**src/hdl/gda_pkg.sv**
```systemverilog
// Shared types, codes and calendar constants for the Gregorian date advance block.
`timescale 1ns / 1ps
`default_nettype none
package gda_pkg;

    localparam logic [13:0] YEAR_MAX     = 14'd9999;
    localparam logic [13:0] CENTURY      = 14'd100;
    localparam logic [6:0]  CENT_LAST    = 7'd99;
    localparam logic [3:0]  MONTH_LAST   = 4'd12;
    localparam logic [3:0]  MONTH_FEB    = 4'd2;
    localparam logic [4:0]  FEB_LEAP     = 5'd29;
    localparam logic [4:0]  FEB_COMMON   = 5'd28;
    localparam logic [4:0]  DAY_DEFAULT  = 5'd31;

    localparam logic [4:0] MONTH_LEN [12] = '{
        5'd31, 5'd28, 5'd31, 5'd30, 5'd31, 5'd30,
        5'd31, 5'd31, 5'd30, 5'd31, 5'd30, 5'd31
    };

    localparam logic KIND_LOAD    = 1'b0;
    localparam logic KIND_ADVANCE = 1'b1;

    localparam logic [1:0] STATUS_OK       = 2'd0;
    localparam logic [1:0] STATUS_BAD_LOAD = 2'd1;
    localparam logic [1:0] STATUS_OVERFLOW = 2'd2;

    typedef enum logic [2:0] {
        ST_IDLE,
        ST_DIV,
        ST_CHECK,
        ST_WALK,
        ST_DONE
    } state_t;

    // Held date plus the year split into remainder and quotient (mod 4) by 100.
    typedef struct packed {
        logic [13:0] year;
        logic [3:0]  month;
        logic [4:0]  day;
        logic [6:0]  cent_rem;
        logic [1:0]  cent_q;
    } cal_state_t;

    typedef struct packed {
        logic       done;
        logic [6:0] rem;
        logic [1:0] q_mod4;
    } div_result_t;

    typedef struct packed {
        logic       finish;
        logic [1:0] status;
    } step_status_t;

    function automatic logic is_leap(input logic [1:0] year_lo, input logic [6:0] cent_rem,
                                     input logic [1:0] cent_q);
        return (year_lo == 2'b00) && ((cent_rem != 7'd0) || (cent_q == 2'b00));
    endfunction

    function automatic logic [4:0] month_len(input logic [3:0] month, input logic leap);
        logic [3:0] idx;
        idx = month - 4'd1;
        if (month < 4'd1 || month > MONTH_LAST) begin
            return DAY_DEFAULT;
        end
        if (month == MONTH_FEB) begin
            return leap ? FEB_LEAP : FEB_COMMON;
        end
        return MONTH_LEN[idx];
    endfunction

endpackage
`default_nettype wire

```
**src/hdl/gda_cent_div.sv**
```systemverilog
// Iterative divide of a year by 100: one subtraction per cycle.
`timescale 1ns / 1ps
`default_nettype none
module gda_cent_div (
    input  wire logic              aclk,
    input  wire logic              aresetn,
    input  wire logic              start,
    input  wire logic [13:0]       year,
    output gda_pkg::div_result_t   result
);

    logic [13:0] rem_reg, rem_next;
    logic [1:0]  q_reg, q_next;
    logic        busy_reg, busy_next;
    logic        below;

    assign below = rem_reg < gda_pkg::CENTURY;

    always_comb begin
        rem_next  = rem_reg;
        q_next    = q_reg;
        busy_next = busy_reg;
        if (start) begin
            rem_next  = year;
            q_next    = 2'd0;
            busy_next = 1'b1;
        end else if (busy_reg) begin
            if (below) begin
                busy_next = 1'b0;
            end else begin
                rem_next = rem_reg - gda_pkg::CENTURY;
                q_next   = q_reg + 2'd1;
            end
        end
    end

    always_ff @(posedge aclk) begin
        if (!aresetn) begin
            busy_reg <= 1'b0;
        end else begin
            busy_reg <= busy_next;
        end
        rem_reg <= rem_next;
        q_reg   <= q_next;
    end

    assign result.done   = busy_reg && below;
    assign result.rem    = rem_reg[6:0];
    assign result.q_mod4 = q_reg;

endmodule
`default_nettype wire

```
**src/hdl/gda_walk_step.sv**
```systemverilog
// One month step of the day-count walk: finish inside the month or roll to the next.
`timescale 1ns / 1ps
`default_nettype none
module gda_walk_step (
    input  gda_pkg::cal_state_t   cur,
    input  wire logic [15:0]      count,
    output gda_pkg::cal_state_t   nxt,
    output logic [15:0]           count_next,
    output gda_pkg::step_status_t stat
);

    logic        leap;
    logic [4:0]  dim;
    logic [16:0] sum;
    logic [4:0]  span;

    assign leap = gda_pkg::is_leap(cur.year[1:0], cur.cent_rem, cur.cent_q);
    assign dim  = gda_pkg::month_len(cur.month, leap);
    assign sum  = {1'b0, count} + {12'd0, cur.day};
    assign span = (dim - cur.day) + 5'd1;

    always_comb begin
        nxt         = cur;
        count_next  = count;
        stat.finish = 1'b0;
        stat.status = gda_pkg::STATUS_OK;
        if (count == 16'd0) begin
            stat.finish = 1'b1;
        end else if (sum <= {12'd0, dim}) begin
            nxt.day     = sum[4:0];
            stat.finish = 1'b1;
        end else begin
            // Consume the rest of this month and move to day 1 of the next.
            count_next = count - {11'd0, span};
            nxt.day    = 5'd1;
            if (cur.month >= gda_pkg::MONTH_LAST) begin
                if (cur.year >= gda_pkg::YEAR_MAX) begin
                    nxt.year    = gda_pkg::YEAR_MAX;
                    nxt.month   = gda_pkg::MONTH_LAST;
                    nxt.day     = gda_pkg::DAY_DEFAULT;
                    stat.finish = 1'b1;
                    stat.status = gda_pkg::STATUS_OVERFLOW;
                end else begin
                    nxt.year  = cur.year + 14'd1;
                    nxt.month = 4'd1;
                    if (cur.cent_rem == gda_pkg::CENT_LAST) begin
                        nxt.cent_rem = 7'd0;
                        nxt.cent_q   = cur.cent_q + 2'd1;
                    end else begin
                        nxt.cent_rem = cur.cent_rem + 7'd1;
                    end
                end
            end else begin
                nxt.month = cur.month + 4'd1;
            end
        end
    end

endmodule
`default_nettype wire

```
**src/hdl/gregorian_date_advance_top.sv**
```systemverilog
// Top level: sequencer, held date and result register of the Gregorian date advance block.
// Load: accept, divide the year by 100 by repeated subtraction, check, then output.
// Advance: accept, one walk step per month crossed plus one, then output; the month
// walk runs through the step unit. The output step waits while a result is still held.
// One transaction at a time: s_ready is high only while the sequencer is idle.
// Synchronous active-low reset sets the date to 2000-01-01 and empties the output.
`timescale 1ns / 1ps
`default_nettype none
module gregorian_date_advance_top (
    input  wire logic        aclk,
    input  wire logic        aresetn,
    input  wire logic        s_valid,
    output logic             s_ready,
    input  wire logic        s_kind,
    input  wire logic [13:0] s_load_year,
    input  wire logic [3:0]  s_load_month,
    input  wire logic [4:0]  s_load_day,
    input  wire logic [15:0] s_day_count,
    output logic             m_valid,
    input  wire logic        m_ready,
    output logic [13:0]      m_year_now,
    output logic [3:0]       m_month_now,
    output logic [4:0]       m_day_now,
    output logic [1:0]       m_status
);

    gda_pkg::state_t     state_reg, state_next;
    gda_pkg::cal_state_t cal_reg, cal_next;
    logic [13:0]         ld_year_reg;
    logic [3:0]          ld_month_reg;
    logic [4:0]          ld_day_reg;
    logic [15:0]         count_reg, count_next;
    logic [1:0]          status_reg, status_next;
    logic                m_valid_reg, m_valid_next;
    logic [13:0]         m_year_reg;
    logic [3:0]          m_month_reg;
    logic [4:0]          m_day_reg;
    logic [1:0]          m_status_reg;

    logic                  accept;
    logic                  div_start;
    gda_pkg::div_result_t  div_res;
    gda_pkg::cal_state_t   step_cal;
    logic [15:0]           step_count;
    gda_pkg::step_status_t step_stat;
    logic                  ld_leap;
    logic                  ld_bad;
    logic                  out_free;
    logic                  out_load;

    assign accept    = s_valid && s_ready;
    assign div_start = accept && (s_kind == gda_pkg::KIND_LOAD);
    assign out_free  = !m_valid_reg || m_ready;

    gda_cent_div u_div (
        .aclk    (aclk),
        .aresetn (aresetn),
        .start   (div_start),
        .year    (s_load_year),
        .result  (div_res)
    );

    gda_walk_step u_step (
        .cur        (cal_reg),
        .count      (count_reg),
        .nxt        (step_cal),
        .count_next (step_count),
        .stat       (step_stat)
    );

    assign ld_leap = gda_pkg::is_leap(ld_year_reg[1:0], div_res.rem, div_res.q_mod4);

    always_comb begin
        ld_bad = (ld_year_reg > gda_pkg::YEAR_MAX)
              || !(ld_month_reg inside {[4'd1:gda_pkg::MONTH_LAST]})
              || (ld_day_reg == 5'd0)
              || (ld_day_reg > gda_pkg::month_len(ld_month_reg, ld_leap));
    end

    // Next state
    always_comb begin
        state_next = state_reg;
        case (state_reg)
            gda_pkg::ST_IDLE: begin
                if (accept) begin
                    state_next = (s_kind == gda_pkg::KIND_LOAD) ? gda_pkg::ST_DIV
                                                                 : gda_pkg::ST_WALK;
                end
            end
            gda_pkg::ST_DIV: begin
                if (div_res.done) begin
                    state_next = gda_pkg::ST_CHECK;
                end
            end
            gda_pkg::ST_CHECK: begin
                state_next = gda_pkg::ST_DONE;
            end
            gda_pkg::ST_WALK: begin
                if (step_stat.finish) begin
                    state_next = gda_pkg::ST_DONE;
                end
            end
            gda_pkg::ST_DONE: begin
                if (out_free) begin
                    state_next = gda_pkg::ST_IDLE;
                end
            end
            default: begin
                state_next = gda_pkg::ST_IDLE;
            end
        endcase
    end

    // Outputs and datapath
    always_comb begin
        s_ready     = 1'b0;
        out_load    = 1'b0;
        cal_next    = cal_reg;
        count_next  = count_reg;
        status_next = status_reg;
        case (state_reg)
            gda_pkg::ST_IDLE: begin
                s_ready     = 1'b1;
                count_next  = s_day_count;
                status_next = gda_pkg::STATUS_OK;
            end
            gda_pkg::ST_CHECK: begin
                if (ld_bad) begin
                    status_next = gda_pkg::STATUS_BAD_LOAD;
                end else begin
                    cal_next.year     = ld_year_reg;
                    cal_next.month    = ld_month_reg;
                    cal_next.day      = ld_day_reg;
                    cal_next.cent_rem = div_res.rem;
                    cal_next.cent_q   = div_res.q_mod4;
                end
            end
            gda_pkg::ST_WALK: begin
                cal_next    = step_cal;
                count_next  = step_count;
                status_next = step_stat.status;
            end
            gda_pkg::ST_DONE: begin
                out_load = out_free;
            end
            default: begin
                s_ready = 1'b0;
            end
        endcase
    end

    always_comb begin
        m_valid_next = m_valid_reg;
        if (out_load) begin
            m_valid_next = 1'b1;
        end else if (m_ready) begin
            m_valid_next = 1'b0;
        end
    end

    always_ff @(posedge aclk) begin
        if (!aresetn) begin
            state_reg        <= gda_pkg::ST_IDLE;
            cal_reg.year     <= 14'd2000;
            cal_reg.month    <= 4'd1;
            cal_reg.day      <= 5'd1;
            cal_reg.cent_rem <= 7'd0;
            cal_reg.cent_q   <= 2'd0;
            m_valid_reg      <= 1'b0;
        end else begin
            state_reg   <= state_next;
            cal_reg     <= cal_next;
            m_valid_reg <= m_valid_next;
        end
        count_reg  <= count_next;
        status_reg <= status_next;
        if (accept) begin
            ld_year_reg  <= s_load_year;
            ld_month_reg <= s_load_month;
            ld_day_reg   <= s_load_day;
        end
        if (out_load) begin
            m_year_reg   <= cal_reg.year;
            m_month_reg  <= cal_reg.month;
            m_day_reg    <= cal_reg.day;
            m_status_reg <= status_reg;
        end
    end

    assign m_valid     = m_valid_reg;
    assign m_year_now  = m_year_reg;
    assign m_month_now = m_month_reg;
    assign m_day_now   = m_day_reg;
    assign m_status    = m_status_reg;

endmodule
`default_nettype wire
```
**config.mk**
```make
export PLATFORM = sky130hd
export DESIGN_NAME = gregorian_date_advance_top
export DESIGN_NICKNAME = d
export VERILOG_FILES = /design/src/hdl/gda_pkg.sv /design/src/hdl/gda_cent_div.sv /design/src/hdl/gda_walk_step.sv /design/src/hdl/gregorian_date_advance_top.sv
export SDC_FILE = /design/constraint.sdc
export NUM_CORES = 1
export LEC_CHECK = 0
export BUFFER_PORTS_ARGS = -buffer_cell sky130_fd_sc_hd__buf_2
export CAP_MARGIN = 5
export CELL_PAD_IN_SITES_DETAIL_PLACEMENT = 1
export CELL_PAD_IN_SITES_GLOBAL_PLACEMENT = 1
export CORE_MARGIN = 2
export CORE_UTILIZATION = 40
export CTS_CLUSTER_DIAMETER = 50
export DETAILED_ROUTE_END_ITERATION = 7
export GPL_TIMING_DRIVEN = 0
export PLACE_DENSITY_LB_ADDON = 0.12
export SYNTH_ARGS = -nofsm -noshare
export SYNTH_HDL_FRONTEND = slang
export SYNTH_SLANG_ARGS = --single-unit
```
**constraint.sdc**
```tcl
create_clock -name aclk -period 5.3 [get_ports aclk]
set_clock_uncertainty 0.1 [all_clocks]
set_input_delay 0.265 -clock aclk [delete_from_list [all_inputs] [get_ports aclk]]
set_output_delay 0.265 -clock aclk [all_outputs]
set_load 0.1 [all_outputs]
```
==> impl_results.md <==
* Reg area at ~0.0032 mm²
* Final period util at ~93%
* Top FF cell, synth: edfxtp_1
* Synth top cells by count: edfxtp_1, nand2_1, nor2_1
* Post-synth cell types at 67
* PD cells at about 370 mW/mm²
* Rows at 46
* Ant. Diodes at 0
* Die Height at 132 µm
* Final Wtd Congestion at 0.890
* Max-slew violations at 0
* Top-count cell post-synth: edfxtp_1
* Pre-CTS setup slack at 156 ps
* Minimum clock period after layout at around 4900 ps
* Max_cap viols at 0
* PortBufs at 69
* Final Cell Area at 0.00803 mm²
* Setup bufs post-CTS at 0
* Detail Placement HPWL at ~15 mm
* Area Growth Syn to Fin at 21.8%
* Max FFs per register at 32
* P_leak at between 3 and 4 nW
* Die area at 0.0175 mm²
* Initial antenna violation count at 0
* CTS root buf: clkbuf_16
* Count of final hold-check violations at 0
* Worst Path Arrival at 5000 ps
* Routed Wire Length at slightly below 20 mm
* Total number of H-tree levels at 4
* DR vias at roughly 5.7k
* Vias in the first global route at between 6k and 7k
* Remaining antenna violation count at 0
* Sink Count at roughly 120
* Fillers at 1845
* Clock buffer depth at 2
* Largest net degree at the start of global routing at 26
* Status: finished clean
* Synth warn at 0
* Pre-Repair DR Iteration Count at 6
* Cell taking the most area after synthesis: edfxtp_1
* Non-filler cells, final at about 1.0k
* PnR worst setup slack at 352 ps
* Final nets at 863
* Share of cells above drive strength 1 at roughly 15%
* Total power at approximately 0.0029 W
* Worst setup EP type: register
* Sequential area share after synthesis at about half
* WS Path Type: reg -> reg
* Drt via density at ~5.6
* Total GRT Usage at 23.3%
* Post-synth top area share at 36.4%
* Post-placement cell count at 960
* Startpoint types: register
* Worst-path clk slew at about 60 ps
* EDFF count, synth at 80
* Slew @ Worst Pin at 1280 ps
* Total gr overflow at 0
* Peak VDD IR at between 200 and 250 µV
* DP Area at just over 0.007 mm²
* Die X at around 130 µm
* Syn avg cell area at between 9 and 10 µm²
* # setup viols final at 0
* Post-route DRC at 0
* First-pass GRT wire length at ~32 mm
* CP Max Fanout at 9
* CTS tree: yes
* Post-route setup TNS at 0 ps
* RSZ-0062 raised after global routing: false
* Total CTS buffers at 17
* Synthesized instance count at between 600 and 700
* IO Pins at 71
* Core region area at roughly 0.016 mm²
* Post-Syn Area at ~0.0066 mm²
* Starting density of the core at 41.2%
* Worst relative slew slack at 14.8%
* Initial DRC Count at roughly 240
* Worst-Skew Late Latency at between 400 and 500 ps
* Fmax achieved at between 200 and 250 MHz
* Critical Path RT at between 5000 and 6000 ps
* Syn_nets at roughly 750
* Routed wire length per instance at 19.5 µm
* Hold crit path type: in -> reg
* Post-synth ARST share at 0%
* Number of synthesized register bits at around 120
* Synth area leaders: edfxtp_1, dfxtp_1, ha_1, nand2_1, nor2_1
* Multi-input logic area at ~0.0031 mm²
[worst max-delay path: stages, from the launching register on]
cell	delay, ps
dfxtp_1	480
inv_1	150
ha_1	200
clkbuf_1	190
o21bai_1	180
a22oi_1	80
o311ai_1	320
o21ai_0	150
a211o_1	340
ha_1	220
ha_1	220
fa_1	490
inv_1	50
ha_1	310
a21oi_1	170
nor2_1	60
nor2_1	160
o21a_1	210
nand2_1	150
nor4_2	210
xnor2_1	150
o21ai_0	90
[cell type report]
class / instances / area share (%)
tap: 216 / 3.37
multi-input combinational: 479 / 38.7
clock buffer: 24 / 6.40
sequential: 119 / 39.7
timing repair buffer: 92 / 7.17
buffer: 31 / 1.68
clock inverter: 8 / 0.842
inverter: 46 / 2.15
[cell usage in the layout (no fill, tap or decap), drive strengths merged, types with 3 or more instances in the layout]
cell type and count:
edfxtp 80, buf 78, nand2 62, nor2 56
inv 46, clkbuf 46, o21ai 43, a21oi 39
dfxtp 39, ha 30, nor3 24, dlygate4sd3 23
xnor2 22, nand3 22, a211oi 17, a31oi 13
xor2 12, and3 11, o31ai 11, o211ai 10
nand2b 9, nor4 9, or3 8, and2 8
o22ai 6, clkinv 6, a221oi 6, nor2b 5
or4 4, o21a 4, nand4 4, a22oi 3
o21bai 3, a211o 3, mux2i 3, o221a 3
fa 3, a41oi 3
[worst paths after layout]
| check | start | to | slack, ps | cells past startpoint |
|---|---|---|---|---|
| worst min-delay path | s_day_count[4] | count_reg[4] | 20 | 3 |
| worst min register to register | status_reg[1] | m_status[1] | 340 | 0 |
| worst max-delay path | cal_reg[15] | count_reg[12] | 350 | 21 |
| worst max register to register | cal_reg[15] | count_reg[12] | 350 | 21 |
[repair_timing]
| action | in CTS | in global routing |
|---|---|---|
| resized for setup | 0 | 4 |
| hold buffers | 23 | 0 |
| endpoints found under the setup margin | 0 | 8 |
| endpoints found under the hold margin | 23 | 0 |
[where the power goes]
part,leakage [nW],switching (W),internal (W)
combinational,1.75,0.000377,0.000221
clock,0.290,0.000412,0.000720
sequential,1.07,0.0000925,0.00111
total,3.11,0.000882,0.00205
[cells by family (layout without fill, tap and decap cells)]
group | count (synthesis) | count (layout) | synth area share, %
AOI/OAI and AO/OA | 180 | 180 | 18.6
xor gates and xnor gates | 34 | 34 | 4.52
adders and majority gates | 33 | 33 | 6.60
buffers and inverters | 77 | 201 | 4.67
DFF | 119 | 119 | 48.3
muxes | 3 | 3 | 0.455
and+or+nand+nor | 229 | 229 | 16.9
[metal layers]
metal	wire [µm]	GRT usage (%)	share of wire (%)
met4	355	8.12	1.8
met2	10200	42.0	51
met5	0	0	0
met1	8590	27.6	43
met3	686	4.50	3.5
[through the flow]
step,hold WS (ps),utilization (%)
floorplan,264,-
global placement,341,45.1
detailed placement,321,45.1
CTS,14.9,50.1
global route,27.0,50.2
finish,16.7,50.2
Power figures use the tool's default switching activity.
